$ cat src/sv/assert_macros.svh
// Assertion macros for the insertion sort RTL.
// No dependencies; included inside module bodies that assert.
`ifndef ASSERT_MACROS_SVH
`define ASSERT_MACROS_SVH

// Clocked property check, masked while reset is applied
`define ISRT_ASSERT(lbl, prop) \
	lbl: assert property (@(posedge clk) disable iff (!arst_n) prop) \
	else $error("insertion sort check failed");

// Implication held in the cycle after the trigger
`define ISRT_ASSERT_NEXT(lbl, trig, cons) \
	lbl: assert property (@(posedge clk) disable iff (!arst_n) (trig) |=> (cons)) \
	else $error("insertion sort sequencing check failed");

`endif

$ cat src/sv/isrt_pkg.sv
// Types shared by the insertion sort cells and the top level.
// No dependencies.
`default_nettype none

package isrt_pkg;

	// Element width, fixed by the data format
	localparam int unsigned ValW = 32;

	// Data handed from one cell to the next one up
	typedef struct packed {
		logic signed [ValW-1:0] value;
		logic                   gt;    // stored value is greater than the new one
		logic                   occ;   // cell holds an element
	} isrt_link_t;

	// Per-cycle command broadcast to every cell
	typedef struct packed {
		logic ins;    // insert the new value
		logic shift;  // move every element one place down
	} isrt_ctrl_t;

endpackage

`default_nettype wire

$ cat src/sv/isrt_cell.sv
// One compare-and-shift cell of the insertion sort chain.
// Depends on isrt_pkg.
`default_nettype none

module isrt_cell (
	input  wire logic                              clk,
	input  wire isrt_pkg::isrt_ctrl_t              ctrl,
	input  wire logic signed [isrt_pkg::ValW-1:0]  new_value,
	input  wire logic                              occ,
	input  wire isrt_pkg::isrt_link_t              lo_link,
	input  wire logic signed [isrt_pkg::ValW-1:0]  hi_value,
	output isrt_pkg::isrt_link_t                   link
);
	import isrt_pkg::*;

	logic signed [ValW-1:0] value_q;
	logic                   gt;

	// Strictly greater keeps equal values in arrival order
	assign gt   = occ && (value_q > new_value);
	assign link = '{value: value_q, gt: gt, occ: occ};

	// Insert: take the lower neighbour if it moves up, else the new value
	// when this is its slot. Drain: take the upper neighbour.
	always_ff @(posedge clk) begin
		if (ctrl.shift) begin
			value_q <= hi_value;
		end else if (ctrl.ins) begin
			if (lo_link.gt) begin
				value_q <= lo_link.value;
			end else if (gt || (!occ && lo_link.occ)) begin
				value_q <= new_value;
			end
		end
	end

endmodule

`default_nettype wire

$ cat config.mk
export PLATFORM = sky130hd
export DESIGN_NAME = isrt_cell
export DESIGN_NICKNAME = d
export VERILOG_FILES = /design/src/sv/assert_macros.svh /design/src/sv/isrt_pkg.sv /design/src/sv/isrt_cell.sv
export SDC_FILE = /design/constraint.sdc
export NUM_CORES = 1
export LEC_CHECK = 0
export ABC_CLOCK_PERIOD_IN_PS = 5400
export BUFFER_PORTS_ARGS = -buffer_cell sky130_fd_sc_hd__buf_2
export CAP_MARGIN = 40
export CORE_MARGIN = 2
export CORE_UTILIZATION = 43
export CTS_CLUSTER_DIAMETER = 150
export DETAILED_ROUTE_END_ITERATION = 12
export PLACE_DENSITY = 0.74
export SYNTH_ARGS = -nofsm -noshare
export SYNTH_HDL_FRONTEND = slang
export SYNTH_SLANG_ARGS = --single-unit
export TNS_END_PERCENT = 20
$ cat constraint.sdc
create_clock -name clk -period 5.4 [get_ports clk]
set_input_delay 0.54 -clock clk [delete_from_list [all_inputs] [get_ports clk]]
set_output_delay 0.54 -clock clk [all_outputs]
set_load 0.03 [all_outputs]
==> results of run 1 <==
## layer usage
metal	routed length (um)	vias to the layer above
met5	0	-
met4	80	0
met3	348	9
met2	3060	74
met1	2751	1028
li1	-	1201
## worst min-delay path, delay by kind of cell
| kind | cells | cell delay [ns] |
|---|---|---|
| buffers and inverters | 1 | 0.07 |
| AOI/OAI and AO/OA | 1 | 0.06 |
| and+or+nand+nor | 1 | 0.04 |
## through the flow
step | cell area, um2 | utilization
4_1_cts | 3317 | 0.6024
3_3_place_gp | 3181 | 0.5776
3_5_place_dp | 3248 | 0.5899
6_report | 3317 | 0.6024
5_1_grt | 3317 | 0.6024
2_1_floorplan | 2456 | -
## cell usage after synthesis
master      n
nor2_1      5
edfxtp_1   32
o31a_1      1
a221oi_1    1
a211oi_1    2
nor4_1      1
a2111oi_0   1
ha_1       32
a221o_1     1
clkbuf_1   11
a21oi_1    12
or4b_4      1
nand4_1     8
inv_1      33
nor2b_1     1
a31oi_1     2
buf_4       2
o211ai_1    3
o21ai_0    35
a21o_1      1
nor3_1      1
mux2i_1    32
nand3_1     3
nand2_1    40
## power by group through the flow
stage               logic (mW)  clock network [mW]  registers [mW]
floorplan                0.113                   0           0.385
global placement         0.257                   0           0.329
detailed placement       0.272                   0           0.330
CTS                      0.273               0.169           0.325
global route             0.301               0.176           0.328
finish                   0.270               0.161           0.325
## cell type report
cell class,instances,area (um2),share of cell area
clock buffer,5,68.82,0.02075
inverter,33,123.9,0.03734
multi-input combinational,183,1330,0.4010
sequential,32,960.9,0.2897
tap,72,90.09,0.02716
timing repair buffer,138,743.2,0.2241
## path summary, 6_finish.rpt
kind                start           to  slack [ns]  depth (start not counted)
max            value_q[7]      link[1]        2.11                          8
min          hi_value[19]  value_q[19]        0.54                          3
max reg2reg    value_q[7]  value_q[11]        2.18                          8
min reg2reg   value_q[31]  value_q[21]        1.15                          3
## cells by family (layout without fill, tap and decap cells)
family,after synthesis,count (layout),synth area share
AND/OR/NAND/NOR,60,60,0.1080
AO/OA/AOI/OAI,59,59,0.1340
multiplexers,32,32,0.1304
adder cells (fa/ha/maj),32,32,0.1630
flip-flops,32,32,0.3912
buffers and inverters,46,176,0.07336
==> metrics, run 1 <==
outcome=completed; Setup Viol. Count Final=0; Boundary Pins=136; Cell Area, Synth=2456 um2; WP data required=4.86 ns; Synth Register Bits=32; CP Capture Type=output port; Die Y=79.58 um; switching power=256.3 uW; most frequent cells in the layout=135 x buf_2, 40 x nand2_1, 35 x o21ai_0, 33 x inv_1; Global Route met3 Usage=0.03620; Rel. slew slack=0.5910; worst min path class=primary input to flip-flop; overall power=755.9 uW; crit-path max cell delay=0.54 ns; Least-Margin Pin Slew=0.6134 ns; syn avg cell area=9.410 um2; post-route ant nets=0; slowest cell on the critical path=or4b_4; Net Count, Synth=395; Clk pwr share=0.213; max reg flops=32; # hold bufs at CTS=0; clock sinks=32; final hold slack=0.5412 ns; Top Family by Delay on Critical Path=compound AO/OA/AOI/OAI gates; die width=79.58 um; Syn. warnings=0; # rows=27; WL/cell=13.48 um; busiest layer in global routing=met2; buffers and inverters on the worst path=1; clk slew on worst S/H paths=0.06 ns; GR Layer Usage met2=0.3361; PortBufs=135; Yosys top cell area share=0.3912; gr ovfl total=0; met1 Use GR=0.2692; Fillers=507; crit path time final=3.294 ns; area grow syn2layout=35.05%; Setup Fix Bufs, Post-CTS=0; first-pass GRT wire length=10040 um; antenna violations before repair=0; Final period util=0.6101; Detailed Routing Iterations Pass 1=4; post-synth top area cell=edfxtp_1; RePlAce Congestion=0.7677; Total Wirelength=6241 um; vias per inst=4.994; Fin. Hold Viols=0; # Max-Cap Violations=0; final worst slack=2.106 ns; CTS max path bufs=2; Inst Count DP=458; initial DRC count=88; post-CTS resize count=0; clk root buf=clkbuf_8; Top Registers=value_q (32); drt drc=0; DR vias=2312; Leak Pwr=1.747 nW; Seq/Total Area, Yosys=0.3912; Peak VDD IR=0.0001250 V; distinct cell type count after synthesis=24; Critical Path AT=2.75 ns; Setup Skew=0.004009 ns; CORE AREA=5507 um2; Net Sw Frac=0.3391; Pins Over Slew Limit=0; Non-Filler Instances=463; Reg with most FFs=value_q; CTS tree=yes; die area=6332 um2; crit-path max FO=3; Power Dens Cells=227.9 nW/um2; most common cell after layout, fill and taps aside=buf_2; largest net degree at the start of global routing=45; share of cells above drive strength 1=0.3708; Initial Utilization=0.4460; Post-Synthesis Cells=261; vias in the first global route=2227; crit path kind=flip-flop to output port; Int Power=499.6 uW; Comb pwr share=0.357; Antenna Cells=0; fmax=303.6 MHz; hpwl dp=5195 um; pre-CTS setup slack=1.889 ns; sequential share of power=0.430; Total GRT Usage=0.2018; cell-by-cell listing of the critical path=ha_1 -> a21oi_1 -> o21ai_0 -> a221o_1 -> o31a_1 -> or4b_4 -> nand2_1 -> buf_2; synth top area cells=edfxtp_1 39%, ha_1 16%, mux2i_1 13%; fin nets=527; H-tree levels=2; Num CTS Buffers=5; CP startpoint kind=flip-flop; RSZ-0062 raised after global routing=false; worst-skew pair later-pin latency=0.28 ns; Setup TNS=0 ns
Note: power is estimated with default switching activity, not from simulation.
==> run 2, diff against run 1 <==
--- a/config.mk
+++ b/config.mk
@@ -5,11 +5,11 @@
 export SDC_FILE = /design/constraint.sdc
 export NUM_CORES = 1
 export LEC_CHECK = 0
-export ABC_CLOCK_PERIOD_IN_PS = 5400
+export ABC_CLOCK_PERIOD_IN_PS = 2640
 export BUFFER_PORTS_ARGS = -buffer_cell sky130_fd_sc_hd__buf_2
 export CAP_MARGIN = 40
 export CORE_MARGIN = 2
-export CORE_UTILIZATION = 43
+export CORE_UTILIZATION = 41
 export CTS_CLUSTER_DIAMETER = 150
 export DETAILED_ROUTE_END_ITERATION = 12
 export PLACE_DENSITY = 0.74
==> constraint.sdc (replaced) <==
create_clock -name clk -period 2.64 [get_ports clk]
set_input_delay 0.264 -clock clk [delete_from_list [all_inputs] [get_ports clk]]
set_output_delay 0.264 -clock clk [all_outputs]
set_load 0.03 [all_outputs]
==> run 2 against run 1 <==
The run now ends with setup timing left. Combinational power increased by 140%. Critical path depth did not move. Utilization grew 0.99 points. Final area grew 8.0%. Setup slack worse by 2.2 ns. Sequential power increased by 110%. Critical path type unchanged. Largest power group unchanged.
==> metrics, run 2 (synthesized netlist as in run 1, its figures left out) <==
Total GRT Usage=0.1966 (-0.005207); slowest cell on the critical path=or4b_4; max reg flops=32 (unchanged); final core occ=0.6123 (+0.009912); Num CTS Buffers=5 (unchanged); largest net degree at the start of global routing=55 (+22%); # rows=28 (+3.7%); # Max-Cap Violations=0 (unchanged); Fillers=493 (-2.8%); CP startpoint kind=flip-flop; Detailed Routing Iterations Pass 1=4 (unchanged); Leak Pwr=1.867 nW (+6.9%); Setup Viol. Count Final=33 (+33); die area=6626 um2 (+4.6%); hpwl dp=5367 um (+3.3%); Die Y=81.40 um (+2.3%); most common cell after layout, fill and taps aside=buf_2; RSZ-0062 raised after global routing=true; Total Wirelength=6545 um (+4.9%); PortBufs=135 (unchanged); fin nets=553 (+4.9%); crit-path max cell delay=0.55 ns (about the same); most frequent cells in the layout=134 x buf_2, 39 x nand2_1, 33 x inv_1, 33 x o21ai_0; clock sinks=32 (unchanged); worst-skew pair later-pin latency=0.28 ns (about the same); Cell Area, Placed=3402 um2 (+4.7%); vias in the first global route=2306 (+3.5%); Initial Utilization=0.4198 (-0.02623); Power Dens Cells=463.1 nW/um2 (+100%); post-route ant nets=0 (unchanged); Pins Over Slew Limit=0 (unchanged); Final period util=1.054; vias per inst=4.953 (-0.80%); WL/cell=13.25 um (-1.7%); RePlAce Congestion=0.7623 (-0.70%); die width=81.40 um (+2.3%); worst min path class=primary input to flip-flop; gr ovfl total=0 (unchanged); antenna violations before repair=0 (unchanged); Peak VDD IR=0.0002430 V (+94%); fmax=359.4 MHz; pre-CTS setup slack=-0.2171 ns (-2.106 ns); crit-path max FO=2 (-1); Least-Margin Pin Slew=0.6650 ns (+0.05158 ns); WP data required=2.38 ns (-2.48 ns); CTS tree=yes; crit path time final=2.782 ns; CORE AREA=5851 um2 (+6.2%); crit path kind=flip-flop to output port; design area=3582 um2 (+8.0%); Antenna Cells=0 (unchanged); clk root buf=clkbuf_8; first-pass GRT wire length=10010 um (-0.34%); final worst slack=-0.1420 ns (-2.248 ns); H-tree levels=2 (unchanged); Critical Path AT=2.52 ns (-0.23 ns); Setup Skew=0.008034 ns (+0.004025 ns); share of cells above drive strength 1=0.4320 (+0.06114); final hold slack=0.2581 ns (-0.2832 ns); initial DRC count=71 (-19%); Rel. slew slack=0.5567 (-0.03439); outcome=finished, violations left; failing checks=setup timing; area grow syn2layout=45.85%; Boundary Pins=136 (unchanged); Top Registers=value_q (32); cell-by-cell listing of the critical path=ha_1 -> nand4_1 -> nor2_1 -> a221o_1 -> o31a_1 -> or4b_4 -> nand2_2 -> buf_6; clk slew on worst S/H paths=0.07 ns (about the same); overall power=1.659 mW (+120%); drt drc=0 (unchanged); Fin. Hold Viols=0 (unchanged); Reg with most FFs=value_q; DR vias=2447 (+5.8%); CP Capture Type=output port; CTS max path bufs=2 (unchanged)
[run 2: path summary, 6_finish.rpt]
check / startpoint / endpoint / slack [ns] / depth (start not counted)
hold / removal: hi_value[23] / value_q[23] / 0.26 / 3
setup / recovery: value_q[10] / link[1] / -0.14 / 8
hold reg to reg: value_q[31] / value_q[31] / 1.20 / 5
setup reg to reg: value_q[10] / value_q[5] / -0.14 / 8
[run 2: routing by layer]
layer  vias to the layer above  global-route usage  share of wire
li1                       1251                   -              -
met1                      1116              0.2374           0.43
met2                        71              0.3574           0.51
met3                         9             0.02444          0.050
met4                         0             0.06780          0.015
met5                         -                   0              0
[run 2: cell type report]
| cell class | instances | area [um2] | area share |
|---|---|---|---|
| Clock inverter | 1 | 5.005 | 0.001397 |
| Clock buffer | 6 | 72.57 | 0.02026 |
| Tap cell | 75 | 93.84 | 0.02620 |
| Sequential cell | 32 | 960.9 | 0.2682 |
| Timing Repair Buffer | 164 | 915.9 | 0.2557 |
| Inverter | 33 | 123.9 | 0.03458 |
| Multi-Input combinational cell | 183 | 1410 | 0.3936 |
[run 2: critical path, delay by kind of cell, from the launching register on]
kind                     cells  cell delay, ns
AND/OR/NAND/NOR              4            0.84
buffers and inverters        1            0.13
adder cells (fa/ha/maj)      1            0.31
AO/OA/AOI/OAI                2            0.57
flip-flops                   1            0.40
[run 2: per-stage QoR]
| stage | TNS, ns | std cells |
|---|---|---|
| after CTS | -3.777 | 494 |
| final | -4.061 | 494 |
| after global placement | -5.355 | 482 |
| after detailed placement | -6.893 | 482 |
| after global routing | -7.025 | 494 |
| after floorplan | -18.47 | 261 |
[run 2: where the power goes]
group	total (mW)	internal (mW)	switching (mW)
combinational	0.638	0.280	0.358
sequential	0.668	0.634	0.0342
clock	0.353	0.179	0.174
total	1.66	1.09	0.566
[run 2: timing repair]
item | 4_1_cts | 5_1_grt
setup buffers | 5 | 0
pin swaps | 4 | 2
setup endpoints to repair | 33 | 33
gates resized for setup | 9 | 4
hold buffers | 0 | 0
==> run 3, diff against run 2 <==
--- a/config.mk
+++ b/config.mk
@@ -12,7 +12,8 @@
 export CORE_UTILIZATION = 41
 export CTS_CLUSTER_DIAMETER = 150
 export DETAILED_ROUTE_END_ITERATION = 12
-export PLACE_DENSITY = 0.74
+export PLACE_DENSITY = 0.87
+export SKIP_LAST_GASP = 1
 export SYNTH_ARGS = -nofsm -noshare
 export SYNTH_HDL_FRONTEND = slang
 export SYNTH_SLANG_ARGS = --single-unit
==> constraint.sdc (replaced) <==
create_clock -name clk -period 2.64 [get_ports clk]
set_input_delay 0.264 -clock clk [delete_from_list [all_inputs] [get_ports clk]]
set_output_delay 0.264 -clock clk [all_outputs]
set_load 0.05 [all_outputs]
==> run 3 against run 2 <==
The run still ends with setup timing left. Combinational power rose by 22%. Maximum frequency fell by 2.0%. Non-clock buffer count rose by 13. Cell count rose by 2.8%. Die area did not move. Largest cell class unchanged.
==> metrics, run 3 (synthesized netlist as in run 1, its figures left out) <==
area grow syn2layout=51.66%; Reg with most FFs=value_q; Setup Skew=0.006003 ns (-0.002032 ns); Multi-input gate area=1440 um2 (+2.1%); Total Wirelength=7316 um (+12%); initial DRC count=77 (+8.5%); R2R cell count=8 (unchanged); Top Family by Delay on Critical Path=compound AO/OA/AOI/OAI gates; Cell Area, Placed=3467 um2 (+1.9%); # Max-Cap Violations=0 (unchanged); Boundary Pins=136 (unchanged); hpwl dp=5798 um (+8.0%); Die Y=81.40 um (unchanged); met2 wire len=3679 um (+11%); top layer reached by signal wires=met4; Peak VDD IR=0.0002564 V (+5.5%); Total GRT Usage=0.2253 (+0.02865); RePlAce Congestion=0.8107 (+6.3%); CP startpoint kind=flip-flop; Final period util=1.076 (+0.02171); pre-CTS setup slack=-0.2206 ns (-0.003551 ns); Critical Path AT=2.82 ns (+0.30 ns); gr ovfl total=0 (unchanged); fin nets=566 (+2.4%); slowest cell on the critical path=or4b_4; WL/cell=14.40 um (+8.7%); buffers and inverters on the worst path=1 (unchanged); Top Registers=value_q (32); Num CTS Buffers=5 (unchanged); failing checks=setup timing; die width=81.40 um (unchanged); worst min path class=primary input to flip-flop; CTS max path bufs=2 (unchanged); worst r2r src=value_q[9]; antenna violations before repair=0 (unchanged); largest net degree at the start of global routing=47 (-15%); die area=6626 um2 (unchanged); crit-path max FO=17 (+15); Setup Viol. Count Final=33 (unchanged); final worst slack=-0.1994 ns (-0.05732 ns); worst-skew pair later-pin latency=0.27 ns (about the same); WL met1=3029 um (+8.0%); CTS tree=yes; crit-path max cell delay=0.56 ns (about the same); most frequent cells in the layout=134 x buf_2, 40 x buf_4, 39 x nand2_1, 33 x inv_1, 33 x o21ai_0; drt drc=0 (unchanged); share of cells above drive strength 1=0.4503 (+0.01837); Least-Margin Pin Slew=0.6919 ns (+0.02690 ns); outcome=finished, violations left; crit path time final=2.839 ns (+0.05732 ns); DR vias=2550 (+4.2%); met3 wire len=398 um (+21%); Detailed Routing Iterations Pass 1=4 (unchanged); vias in the first global route=2459 (+6.6%); Fin. Hold Viols=0 (unchanged); Rel. slew slack=0.5387 (-0.01793); cell-by-cell listing of the critical path=ha_1 -> nand4_1 -> nor2_1 -> a221o_1 -> o31a_1 -> or4b_4 -> a31oi_4 -> buf_12; Setup crit start=value_q[9]; clk slew on worst S/H paths=0.06 ns (about the same); crit path kind=flip-flop to flip-flop; WP data required=2.62 ns (+0.24 ns); design area=3725 um2 (+4.0%); worst setup path endpoint=value_q[12]; Pins Over Slew Limit=0 (unchanged); vias per inst=5.020 (+1.3%); clock sinks=32 (unchanged); Power Dens Cells=484.1 nW/um2 (+4.5%); CP Capture Type=flip-flop; first-pass GRT wire length=11250 um (+12%); H-tree levels=2 (unchanged); Critical R2R Capture=value_q[12]; Antenna Cells=0 (unchanged); # rows=28 (unchanged); flop-to-flop setup slack=-0.20 ns (-0.06 ns); RSZ-0062 raised after global routing=true; Leak Pwr=1.934 nW (+3.6%); register area=960.9 um2 (unchanged); Levels on crit path=8 (unchanged); Fillers=468 (-5.1%); most common cell after layout, fill and taps aside=buf_2; post-route ant nets=0 (unchanged); CORE AREA=5851 um2 (unchanged); fmax=352.2 MHz (-2.0%); max reg flops=32 (unchanged); clk root buf=clkbuf_8; Initial Utilization=0.4198 (unchanged); final core occ=0.6367 (+0.02438); PortBufs=135 (unchanged)
run 3: worst min-delay path by stage:
| stage | from | endpoint | slack, ns | depth (start not counted) |
|---|---|---|---|---|
| after global placement | hi_value[14] | value_q[14] | 0.55 | 3 |
| after floorplan | hi_value[29] | value_q[29] | 0.45 | 2 |
| after CTS | hi_value[22] | value_q[22] | 0.27 | 3 |
| final | hi_value[22] | value_q[22] | 0.27 | 3 |
| after detailed placement | hi_value[22] | value_q[22] | 0.55 | 3 |
| after global routing | hi_value[25] | value_q[25] | 0.27 | 3 |
run 3: worst reg2reg max path: stages (launching register included):
cell and delay, ns:
edfxtp_1 0.40, ha_1 0.32, nand4_1 0.12, nor2_1 0.08
a221o_1 0.32, o31a_1 0.26, or4b_4 0.56, a31oi_4 0.27
buf_12 0.20
run 3: per-layer routing:
metal	up-vias	global-route usage
met5	-	0
met4	0	0.07966
met3	18	0.02222
met2	105	0.4082
met1	1152	0.2758
li1	1275	-
run 3: through the flow:
stage	power [mW]	setup TNS (ns)	hold slack, ns	instances
2_1_floorplan	1.114	-22.00	0.4511	261
3_3_place_gp	1.366	-4.418	0.5503	489
3_5_place_dp	1.396	-6.743	0.5498	489
4_1_cts	1.785	-5.433	0.2659	503
5_1_grt	1.901	-8.057	0.2722	508
6_report	1.803	-6.029	0.2673	508
run 3: final cells by class:
type | instances | share of cell area
sequential | 32 | 0.2580
inverter | 33 | 0.03326
clock buffer | 7 | 0.02049
timing repair buffer | 177 | 0.2754
tap | 75 | 0.02519
multi-input combinational | 183 | 0.3866
clock inverter | 1 | 0.001008
run 3: report_power, final:
group | leakage (nW) | total, mW | switching [mW] | internal, mW
clock | 0.0399 | 0.354 | 0.171 | 0.183
combinational | 1.57 | 0.777 | 0.461 | 0.316
sequential | 0.326 | 0.672 | 0.0379 | 0.634
total | 1.93 | 1.80 | 0.670 | 1.13
run 3: what timing repair did:
item / 4_1_cts / 5_1_grt
pin swaps: 9 / 4
resized for setup: 9 / 7
hold buffers: 0 / 0
endpoints found under the setup margin: 33 / 33
buffers inserted: 6 / 5
